## config.mk

```make
export PLATFORM = sky130hd
export DESIGN_NAME = urf_ptr
export DESIGN_NICKNAME = d
export VERILOG_FILES = /design/src/rtl/core/urf_pkg.sv /design/src/rtl/core/urf_ptr.sv
export SDC_FILE = /design/constraint.sdc
export NUM_CORES = 1
export LEC_CHECK = 0
export BUFFER_PORTS_ARGS = -buffer_cell sky130_fd_sc_hd__buf_2
export CORE_ASPECT_RATIO = 1.75
export CORE_UTILIZATION = 55
export DETAILED_ROUTE_END_ITERATION = 8
export GPL_ROUTABILITY_DRIVEN = 0
export PLACE_DENSITY = 0.8
export SLEW_MARGIN = 20
export SYNTH_ARGS = -nofsm -noshare
export SYNTH_HDL_FRONTEND = slang
export SYNTH_SLANG_ARGS = --single-unit
```

## constraint.sdc

```tcl
create_clock -name clock -period 7.2 [get_ports clock]
set_input_delay 1.08 -clock clock [delete_from_list [all_inputs] [get_ports clock]]
set_output_delay 1.08 -clock clock [all_outputs]
set_load 0.01 [all_outputs]
```

## src/rtl/core/urf_pkg.sv

```systemverilog
// shared constants, types and pointer helpers for the uart receive ring
`default_nettype none
package urf_pkg;

   localparam int RING_DEPTH = 1024;
   localparam int PTR_W      = (RING_DEPTH > 1) ? $clog2(RING_DEPTH) : 1;
   localparam int DATA_W     = 8;
   localparam int ERR_W      = 4;
   localparam int FILL_W     = 10;
   localparam int OVF_W      = 16;

   localparam logic OP_RECEIVE = 1'b0;
   localparam logic OP_READ    = 1'b1;

   typedef logic [PTR_W-1:0]  ptr_type;
   typedef logic [DATA_W-1:0] data_type;
   typedef logic [ERR_W-1:0]  err_type;
   typedef logic [FILL_W-1:0] fill_type;
   typedef logic [OVF_W-1:0]  ovf_type;

   typedef struct packed {
      logic     rd_valid;
      logic     stored;
      logic     dropped;
      logic     spurious;
      err_type  line_errs;
      fill_type fill_level;
      ovf_type  overflow_total;
   } urf_status_type;

   function automatic ptr_type ring_adv(input ptr_type p);
      ptr_type nxt;
      begin
         nxt = (p == PTR_W'(RING_DEPTH - 1)) ? '0 : p + 1'b1;
         return nxt;
      end
   endfunction

   function automatic ptr_type ring_fill(input ptr_type wp, input ptr_type rp);
      ptr_type f;
      begin
         f = (wp >= rp) ? (wp - rp) : (wp - rp + PTR_W'(RING_DEPTH));
         return f;
      end
   endfunction

endpackage
`default_nettype wire

```

## src/rtl/core/urf_ptr.sv

```systemverilog
// ring pointers, overflow counter and per-transaction status
`default_nettype none
module urf_ptr
   import urf_pkg::*;
(
   input  wire logic     clock,
   input  wire logic     reset,
   input  wire logic     item_accept,
   input  wire logic     op,
   input  wire logic     rx_ready,
   input  wire err_type  errs,
   output logic          ram_wr_en,
   output ptr_type       ram_wr_addr,
   output logic          ram_rd_en,
   output ptr_type       ram_rd_addr,
   output urf_status_type status
);

   ptr_type wp_ff, wp_in;
   ptr_type rp_ff, rp_in;
   ovf_type ovf_ff, ovf_in;

   ptr_type wp_adv;
   logic    not_empty;
   logic    full;
   logic    do_read;
   logic    do_store;

   always_comb begin
      wp_adv    = ring_adv(wp_ff);
      not_empty = (rp_ff != wp_ff);
      full      = (wp_adv == rp_ff);
      do_read   = (op == OP_READ) && not_empty;
      do_store  = (op == OP_RECEIVE) && rx_ready;

      wp_in  = wp_ff;
      rp_in  = rp_ff;
      ovf_in = ovf_ff;
      if (do_read) begin
         rp_in = ring_adv(rp_ff);
      end
      if (do_store) begin
         wp_in = wp_adv;
         if (full) begin
            rp_in  = ring_adv(rp_ff);
            ovf_in = ovf_ff + 1'b1;
         end
      end

      status.rd_valid       = do_read;
      status.stored         = do_store;
      status.dropped        = do_store && full;
      status.spurious       = (op == OP_RECEIVE) && !rx_ready && (errs == '0);
      status.line_errs      = (op == OP_RECEIVE) ? errs : '0;
      status.fill_level     = FILL_W'(ring_fill(wp_in, rp_in));
      status.overflow_total = ovf_in;

      ram_wr_en   = item_accept && do_store;
      ram_wr_addr = wp_ff;
      ram_rd_en   = item_accept && do_read;
      ram_rd_addr = rp_ff;
   end

   always_ff @(posedge clock) begin
      if (reset) begin
         wp_ff  <= '0;
         rp_ff  <= '0;
         ovf_ff <= '0;
      end else if (item_accept) begin
         wp_ff  <= wp_in;
         rp_ff  <= rp_in;
         ovf_ff <= ovf_in;
      end
   end

   a_idle_holds: assert property (@(posedge clock) disable iff (reset)
      !item_accept |=> $stable(wp_ff) && $stable(rp_ff) && $stable(ovf_ff))
      else $error("ring state moved without a transaction");

   a_drop_counts: assert property (@(posedge clock) disable iff (reset)
      item_accept && status.dropped |=> ovf_ff == OVF_W'($past(ovf_ff) + 1'b1))
      else $error("overflow counter missed a dropped byte");

   a_drop_needs_store: assert property (@(posedge clock) disable iff (reset)
      status.dropped |-> status.stored && !status.rd_valid)
      else $error("drop without a store");

   a_ptr_range: assert property (@(posedge clock) disable iff (reset)
      (32'(wp_ff) < RING_DEPTH) && (32'(rp_ff) < RING_DEPTH))
      else $error("ring pointer out of range");

endmodule
`default_nettype wire

```

==> results of run 1 <==
-- how the worst min path moves through the flow --
| stage | end | slack (ns) | from | depth (start not counted) |
|---|---|---|---|---|
| 4_1_cts | ovf_ff[11]$_SDFFE_PP0P_ | 0.49 | ovf_ff[11]$_SDFFE_PP0P_ | 2 |
| 2_1_floorplan | ovf_ff[11]$_SDFFE_PP0P_ | 0.46 | ovf_ff[11]$_SDFFE_PP0P_ | 2 |
| 3_3_place_gp | ovf_ff[11]$_SDFFE_PP0P_ | 0.47 | ovf_ff[11]$_SDFFE_PP0P_ | 2 |
| 5_1_grt | ovf_ff[13]$_SDFFE_PP0P_ | 0.56 | ovf_ff[13]$_SDFFE_PP0P_ | 2 |
| 6_report | ovf_ff[11]$_SDFFE_PP0P_ | 0.49 | ovf_ff[11]$_SDFFE_PP0P_ | 2 |
| 3_5_place_dp | ovf_ff[11]$_SDFFE_PP0P_ | 0.48 | ovf_ff[11]$_SDFFE_PP0P_ | 2 |
-- Yosys cell counts (6+ instances only) --
cell	n
xnor2_1	33
clkbuf_1	18
nor2_1	41
nor2b_1	8
or3_1	12
nand3_1	19
and2_1	7
dfxtp_1	36
inv_1	18
and3_1	14
ha_1	12
buf_2	10
a21oi_1	26
nand2_1	34
o21ai_0	25
xor2_1	23
buf_4	7
a31oi_1	6
nand4_1	9
-- where the power goes --
part,internal [mW],switching (mW)
clock,0.122,0.0803
combinational,0.0340,0.0452
sequential,0.200,0.00373
total,0.356,0.129
-- final cells by class --
cell class,count,area [um^2],area share
timing repair buffer,65,328,0.0898
clock inverter,1,30.0,0.00823
tap,76,95.1,0.0261
sequential,36,721,0.197
inverter,20,76.3,0.0209
clock buffer,7,96.3,0.0264
multi-input combinational,341,2300,0.631
-- registers in the layout, indices dropped and copies added (netlist names) --
| signal | flops |
|---|---|
| ram_rd_addr | 10 |
| ovf_ff | 16 |
| ram_wr_addr | 10 |
-- worst register-to-register path: cells and delay by family, from the launching register on --
kind | cells | cell delay (ns)
AND/OR/NAND/NOR | 3 | 1.06
adder cells (fa/ha/maj) | 1 | 0.60
flip-flops | 1 | 0.66
AO/OA/AOI/OAI | 5 | 1.30
buffers and inverters | 1 | 0.25
-- logic make-up (layout without fill, tap and decap cells) --
group,Yosys count,after routing
AND/OR/NAND/NOR,171,171
AO/OA/AOI/OAI,95,95
XOR/XNOR,57,57
buffers and inverters,57,93
flip-flops,36,36
adder cells (fa/ha/maj),13,13
multiplexers,5,5
-- through the flow --
| stage | hold slack, ns | worst slack, ns | util | power (mW) |
|---|---|---|---|---|
| 2_1_floorplan | 0.458 | 1.33 | - | 0.263 |
| 3_3_place_gp | 0.469 | 1.01 | 0.621 | 0.286 |
| 3_5_place_dp | 0.484 | 0.893 | 0.621 | 0.287 |
| 4_1_cts | 0.495 | 0.657 | 0.643 | 0.489 |
| 5_1_grt | 0.558 | 0.160 | 0.643 | 0.505 |
| 6_report | 0.490 | 0.543 | 0.643 | 0.486 |
-- placed cells by master, fill, tap and decap left out, drive strengths merged, types with 8 or more instances in the layout --
master / synthesis / final
buf: 19 / 65
nand2: 34 / 34
xor2: 23 / 23
nor3: 10 / 10
nor2b: 8 / 8
nand3: 21 / 21
xnor2: 33 / 33
o21ai: 25 / 25
and3: 14 / 14
nor2: 41 / 41
nand4: 9 / 9
or3: 12 / 12
a21oi: 26 / 26
dfxtp: 36 / 36
ha: 12 / 12
inv: 18 / 18
-- routing by layer --
layer  GRT usage  share of wire  vias to the layer above
li1            -              -                     1589
met1       0.320           0.38                     1477
met2       0.496           0.51                      138
met3      0.0522          0.057                       33
met4       0.183          0.052                        0
met5           0              0                        -
==> flow_metrics.tcl, run 1 <==
set metrics [dict create \
    status "completed" \
    yosysUniqueCellTypes 60 \
    drtIter0Drc 180 \
    dpl_cell_area_um2 3520 \
    clock_skew_ns 0.00818 \
    core-area_um2 5680 \
    place_inst 538 \
    initial_utilization 0.579 \
    die_x_um 60.4 \
    die-area_um2 6300 \
    synth_top_family_by_area "simple AND/OR/NAND/NOR gates" \
    peakVddDrop_mv 0.135 \
    synth_compound_area_frac 0.200 \
    drive_gt1_frac 0.191 \
    synth_nets 456 \
    synthAdderAreaFrac 0.0518 \
    endpoint "status[25]" \
    layout.filler_cells 520 \
    ys_seq_elements 36 \
    drc 0 \
    worstSetupPathType "register to output port" \
    io_pins 65 \
    cts_root_buffer "clkbuf_8" \
    drv_cap 0 \
    drt_pre_antenna_iters 5 \
    netlist_top_cells_area "dfxtp_1 (22%), xnor2_1 (8.8%), xor2_1 (6.1%)" \
    cts_tree "built" \
    io_buffer_count 64 \
    wl_per_cell_um 15.9 \
    fmax_ghz 0.150 \
    hold_viol_final 0 \
    antenna_found_initial 0 \
    grt_setup_unrepaired "false" \
    synth_area_um2 3290 \
    synth_edf_count 0 \
    ys_async_sr_fraction 0 \
    synthXorXnorAreaFrac 0.156 \
    wirelength_um 8680 \
    grt_pass1_vias 3018 \
    maxSlewHeadroom 0.362 \
    rr_endpoint "ram_rd_addr[7]$_SDFFE_PP0P_" \
    end_kind "output port" \
    synthFlopType "dfxtp_1" \
    crit_cells 17 \
    finalCritPeriodShare 0.925 \
    via_per_inst 5.93 \
    min_period_ns 6.66 \
    post_cts_resize_count 0 \
    synthMuxAreaShare 0.0156 \
    worst_pin_slew_ns 0.933 \
    synth.avg_cell_area_um2 7.57 \
    rrSetupSlack_ns 3.25 \
    fin_nets 491 \
    cts_setup_buffers 0 \
    rows 36 \
    ys_seq_area_frac 0.219 \
    grt-ovfl-total 0 \
    area_growth_pct 11.1 \
    maxSlewViolCount 0 \
    floorplan.die.height_um 104 \
    grt_first_pass_wirelength_um 14200 \
    htree_levels 2 \
    powerDensity_nw_per_um2 133 \
    path_max_fanout 15 \
    tns_ns 0 \
    hold_buffers 0 \
    synth_cells 434 \
    start_kind "register" \
    worstRegToRegCells 10 \
    slowest_delay_ns 0.66 \
    critPathSlowestCell "dfxtp_1" \
    finalInstanceArea_um2 3650 \
    p_leak_nw 1.52 \
    crit_start "ram_wr_addr[0]$_SDFFE_PP0P_" \
    drtAntennaViolNets 0 \
    reg2reg_from "ram_wr_addr[0]$_SDFFE_PP0P_" \
    diodes 0 \
    cts_buffers 5 \
    clock-sinks 36 \
    crit_buf_inv 1 \
    cp_top_family "compound AO/OA/AOI/OAI gates" \
    synth.yosys.warnings 0 \
    path_cells "ha_1 -> nand3_1 -> or3_1 -> a21o_1 -> a2111o_1 -> o31ai_4 -> mux2i_1 -> ha_1 -> nor2b_1 -> o21ai_0 -> a21boi_0 -> o21ai_0 -> a21oi_1 -> a21o_1 -> a21oi_1 -> xnor3_1 -> buf_2" \
    hold_path.class "register to register" \
    cts_buffer_depth 2 \
    num_vias 3237 \
    yosys.area_share.simple 0.277 \
    clkTransAtPathRegs_ns 0.07 \
    setup_viol 0 \
    synth_top_cell_area_share 0.219 \
    instances_no_fill 546 \
    synth_area_leader_cell "dfxtp_1" \
    grt_max_degree 37 \
    dp_hpwl_um 6370 \
    cp_data_required_time_ns 6.12 \
    clock_latency_ns 0.31 \
    gr-usage-all-layers 0.293 \
    worst_ep_arrival_time_ns 5.58 \
]
(Power assumes the default switching activity.)
==> run 2, diff against run 1 <==
- ABC_AREA: not set -> 1
- CTS_BUF_LIST: not set -> sky130_fd_sc_hd__clkbuf_8
- PLACE_DENSITY: 0.8 -> 0.79
==> flow_metrics.tcl, run 2 <==
set metrics [dict create \
    status "completed" \
    fmax_ghz 0.175 \
    cts_root_buffer "clkbuf_8" \
    end_kind "output port" \
    synth.avg_cell_area_um2 5.88 \
    power_mw 0.661 \
    wl_per_cell_um 14.1 \
    clock_latency_ns 0.31 \
    synth_most_common_cell "nand2_1" \
    finalCritPeriodShare 0.795 \
    endpoint "status[24]" \
    rows 38 \
    diodes 0 \
    grt_max_degree 36 \
    largest_reg_flops 16 \
    cts_buffers 5 \
    gr-usage-all-layers 0.317 \
    synth_area_um2 3530 \
    final_common_cell "nand2_1" \
    synth_edf_count 0 \
    synth_top_cell_area_share 0.204 \
    synthFlopType "dfxtp_1" \
    io_buffer_count 64 \
    start_kind "register" \
    rrSetupSlack_ns 4.12 \
    powerDensity_nw_per_um2 169 \
    via_per_inst 5.60 \
    hold_viol_final 0 \
    die_x_um 62.6 \
    holdWs_ns 0.577 \
    cts_setup_buffers 0 \
    synth.yosys.warnings 0 \
    drc 0 \
    synth_area_leader_cell "dfxtp_1" \
    hold_buffers 0 \
    yosysUniqueCellTypes 34 \
    synth_cells 601 \
    synth_nets 623 \
    ys_seq_area_frac 0.204 \
    maxSlewHeadroom 0.387 \
    drtAntennaViolNets 0 \
    clock_skew_ns 0.0106 \
    worstRegToRegCells 16 \
    ys_async_sr_fraction 0 \
    clkTransAtPathRegs_ns 0.08 \
    drt_pre_antenna_iters 5 \
    tns_ns 0 \
    fin_nets 666 \
    reg2reg_from "ram_wr_addr[0]$_SDFFE_PP0P_" \
    drtIter0Drc 229 \
    grt_first_pass_wirelength_um 16700 \
    hold_path.class "register to register" \
    finalInstanceArea_um2 3900 \
    antenna_found_initial 0 \
    p_leak_nw 2.15 \
    peakVddDrop_mv 0.161 \
    cts_buffer_depth 2 \
    drive_gt1_frac 0.144 \
    post_cts_resize_count 0 \
    setup_viol 0 \
    yosys-top-cells-count "nand2_1 (155), inv_1 (96), nand3_1 (67)" \
    min_period_ns 5.72 \
    core-area_um2 6180 \
    worst_ep_arrival_time_ns 4.64 \
    dp_hpwl_um 7880 \
    cp_data_required_time_ns 6.12 \
    htree_levels 2 \
    mostFrequentLayoutCells "nand2_1 (155), inv_1 (97), nand3_1 (67)" \
    grt_setup_unrepaired "false" \
    path_max_fanout 29 \
    area_growth_pct 10.6 \
    drv_cap 0 \
    layout.filler_cells 607 \
    io_pins 65 \
    netlist_top_cells_area "dfxtp_1 (20%), nand2_1 (16%), inv_1 (10%)" \
    grt_pass1_vias 3804 \
    worst_pin_slew_ns 0.916 \
    cts_tree "built" \
    worstSetupPathType "register to output port" \
    initial_utilization 0.571 \
    regMostFlops "ovf_ff" \
    rr_endpoint "ovf_ff[8]$_SDFFE_PP0P_" \
    floorplan.die.height_um 108 \
    num_vias 4063 \
    grt-ovfl-total 0 \
    clock-sinks 36 \
    ys_seq_elements 36 \
    die-area_um2 6760 \
    wirelength_um 10200 \
    dpl_cell_area_um2 3800 \
    maxSlewViolCount 0 \
    crit_start "ram_wr_addr[0]$_SDFFE_PP0P_" \
]
==> run 2: worst max-delay path, stage by stage (launching register included) <==
cell and delay [ns]:
dfxtp_1 0.50, ha_1 0.34, nand2_2 0.10, nor2_4 0.18, nand3_4 0.19, nand2_1 0.16, nand2_1 0.06, nand2_1 0.07
clkinv_1 0.10, nand3_2 0.08, nor2_2 0.03, buf_4 0.22, nand3_2 0.25, nand2_2 0.18, nand2_1 0.12, nand2_1 0.06
ha_1 0.20, fa_1 0.40, o21ai_0 0.30, a21o_1 0.16, a21oi_1 0.08, o21ai_0 0.16, a21oi_1 0.10, xnor2_1 0.12
buf_2 0.14
==> run 2: cells by family (layout without fill, tap and decap cells) <==
family | after synthesis | in the layout | synth area share
xor gates and xnor gates | 24 | 24 | 0.0617
AOI/OAI and AO/OA | 81 | 81 | 0.118
buffers and inverters | 130 | 174 | 0.154
and+or+nand+nor | 317 | 317 | 0.414
adders and majority gates | 13 | 13 | 0.0482
DFF | 36 | 36 | 0.204
==> run 2: worst min path at each step <==
stage / from / endpoint / slack, ns / cells after the start
after detailed placement: ovf_ff[4]$_SDFFE_PP0P_ / ovf_ff[4]$_SDFFE_PP0P_ / 0.55 / 2
after global placement: ovf_ff[15]$_SDFFE_PP0P_ / ovf_ff[15]$_SDFFE_PP0P_ / 0.53 / 2
after floorplan: ovf_ff[15]$_SDFFE_PP0P_ / ovf_ff[15]$_SDFFE_PP0P_ / 0.51 / 2
after CTS: ovf_ff[4]$_SDFFE_PP0P_ / ovf_ff[4]$_SDFFE_PP0P_ / 0.57 / 2
after global routing: ovf_ff[3]$_SDFFE_PP0P_ / ovf_ff[3]$_SDFFE_PP0P_ / 0.61 / 2
final: ovf_ff[4]$_SDFFE_PP0P_ / ovf_ff[4]$_SDFFE_PP0P_ / 0.58 / 2
==> run 2: power breakdown <==
group / total, mW / internal (mW) / switching (mW)
Combinational: 0.242 / 0.0912 / 0.151
Clock: 0.184 / 0.101 / 0.0823
Sequential: 0.234 / 0.212 / 0.0225
Total: 0.661 / 0.405 / 0.256
==> run 2: metrics by stage <==
step	utilization	setup slack (ns)	instances
2_1_floorplan	-	2.18	601
3_3_place_gp	0.614	1.88	717
3_5_place_dp	0.614	1.70	717
4_1_cts	0.632	1.52	725
5_1_grt	0.632	1.05	725
6_report	0.632	1.48	725
==> run 2: routing by layer <==
metal	vias up	wire length (um)	part of all wire	GRT usage
li1	2022	-	-	-
met5	-	0	0	0
met1	1829	3700	0.36	0.296
met3	57	487	0.048	0.0485
met2	155	5100	0.50	0.577
met4	0	908	0.089	0.309
==> run 2: cell type report <==
class / count / area [um^2] / share of cell area
Inverter: 100 / 375 / 0.0962
Tap cell: 80 / 100 / 0.0256
Multi-Input combinational cell: 435 / 2260 / 0.580
Clock inverter: 3 / 38.8 / 0.00994
Sequential cell: 36 / 721 / 0.185
Clock buffer: 5 / 68.8 / 0.0176
Timing Repair Buffer: 66 / 335 / 0.0859
==> run 3, diff against run 2 <==
- clock period: 7.2 -> 5.3 ns (I/O delays scaled with it)
==> flow_metrics.tcl, run 3 (synthesized netlist as in run 2, its figures left out) <==
set metrics [dict create \
    dp_hpwl_um 8080 \
    peakVddDrop_mv 0.159 \
    path_common_cell "nand2_1" \
    finalInstanceArea_um2 3950 \
    p_seq_frac 0.362 \
    cts_root_buffer "clkbuf_8" \
    mostFrequentLayoutCells "nand2_1 (155), inv_1 (98), nand3_1 (67)" \
    cp_data_required_time_ns 4.51 \
    regMostFlops "ovf_ff" \
    fmax_ghz 0.201 \
    clock-sinks 36 \
    wirelength_um 10700 \
    clkTransAtPathRegs_ns 0.08 \
    antenna_found_initial 0 \
    tns_ns 0 \
    core-area_um2 6180 \
    pwr-share-comb 0.399 \
    largest_reg_flops 16 \
    wl_per_cell_um 14.7 \
    cts_buffer_depth 2 \
    min_period_ns 4.97 \
    crit_buf_inv 2 \
    p_sw_frac 0.405 \
    floorplan.die.height_um 108 \
    finalCritPeriodShare 0.939 \
    htree_levels 2 \
    p_leak_nw 2.17 \
    use_met2 0.617 \
    path_cells "ha_2 -> nand2_2 -> nor2_4 -> nand3_4 -> nand2_1 -> nand2_1 -> nand2_1 -> nand2_2 -> nor2_4 -> nand3_4 -> nand2_4 -> nand2_1 -> nand2_1 -> inv_1 -> ha_1 -> a21oi_1 -> o21ai_0 -> a21o_1 -> a21oi_1 -> o21ai_0 -> a21oi_1 -> xnor2_1 -> buf_2" \
    pwr-share-clk 0.239 \
    status "completed" \
    instances_no_fill 730 \
    maxSlewHeadroom 0.446 \
    worst_pin_slew_ns 0.831 \
    p_int_mw 0.520 \
    drt_pre_antenna_iters 5 \
    maxSlewViolCount 0 \
    place_inst 722 \
    fin_nets 671 \
    cts_setup_buffers 0 \
    cp_top_family "simple AND/OR/NAND/NOR gates" \
    dpl_cell_area_um2 3830 \
    initial_utilization 0.571 \
    die-area_um2 6760 \
    gr-usage-met1 0.332 \
    clock_latency_ns 0.31 \
    area_growth_pct 11.8 \
    rows 38 \
    powerDensity_nw_per_um2 221 \
    die_x_um 62.6 \
    start_kind "register" \
    via_per_inst 5.68 \
    diodes 0 \
    grt_max_degree 36 \
    worst_ep_arrival_time_ns 4.18 \
    busiest_layer "met2" \
    grt-ovfl-total 0 \
    drtIter0Drc 355 \
    grt_first_pass_wirelength_um 17900 \
    slowest_delay_ns 0.41 \
    drv_cap 0 \
    clock_skew_ns 0.00859 \
    grt_setup_unrepaired "false" \
    hold_path.class "register to register" \
    critPathSlowestCell "dfxtp_2" \
    drtAntennaViolNets 0 \
    grt_pass1_vias 3931 \
    setup_viol 0 \
    power_mw 0.874 \
    gr-usage-all-layers 0.335 \
    drc 0 \
    num_vias 4143 \
    power_switching_mw 0.354 \
    holdWs_ns 0.569 \
    path_max_fanout 14 \
    final_common_cell "nand2_1" \
    grt.met3_usage 0.0485 \
    hold_viol_final 0 \
    cts_buffers 5 \
    cts_tree "built" \
    end_kind "output port" \
    drive_gt1_frac 0.155 \
    io_pins 65 \
    io_buffer_count 64 \
    worstSetupPathType "register to output port" \
]
## run 3: tightest hold or removal path, cell delays in order, from the launching register on
cell     delay [ns]
dfxtp_1        0.35
o21ai_0        0.08
a21oi_1        0.10
## run 3: worst paths after layout
check / cells past startpoint / slack, ns / to / startpoint
worst min-delay path: 2 / 0.57 / ovf_ff[4]$_SDFFE_PP0P_ / ovf_ff[4]$_SDFFE_PP0P_
worst min register to register: 2 / 0.57 / ovf_ff[4]$_SDFFE_PP0P_ / ovf_ff[4]$_SDFFE_PP0P_
worst max register to register: 16 / 2.45 / ovf_ff[5]$_SDFFE_PP0P_ / ram_wr_addr[0]$_SDFFE_PP0P_
worst max-delay path: 23 / 0.33 / status[24] / ram_wr_addr[0]$_SDFFE_PP0P_
## run 3: power groups by stage
stage | clock [mW] | sequential, mW | combinational (mW)
CTS | 0.214 | 0.315 | 0.339
finish | 0.209 | 0.316 | 0.349
detailed placement | 0 | 0.321 | 0.338
floorplan | 0 | 0.313 | 0.244
global placement | 0 | 0.320 | 0.331
global route | 0.224 | 0.319 | 0.385
## run 3: metal layers
metal / vias to the layer above / part of all wire / wire length (um)
li1: 2037 / - / -
met1: 1866 / 0.36 / 3910
met2: 186 / 0.51 / 5520
met3: 54 / 0.053 / 564
met4: 0 / 0.068 / 726
met5: - / 0 / 0
## run 3: layout make-up
cell class | count | area, um^2
clock buffer | 6 | 82.6
fill | 633 | 2230
tap | 80 | 100
timing repair buffer | 71 | 373
clock inverter | 2 | 7.51
multi-input combinational | 435 | 2290
sequential | 36 | 723
inverter | 100 | 375
## run 3: what timing repair did
item | CTS | global route
resized for setup | 0 | 7
hold buffers | 0 | 0
endpoints found under the setup margin | 0 | 5
## run 3: metrics by stage
step                 util  setup WS, ns
floorplan               -         0.854
global placement    0.620         0.477
detailed placement  0.620         0.309
CTS                 0.635        0.0836
global route        0.639       0.00491
finish              0.639         0.326
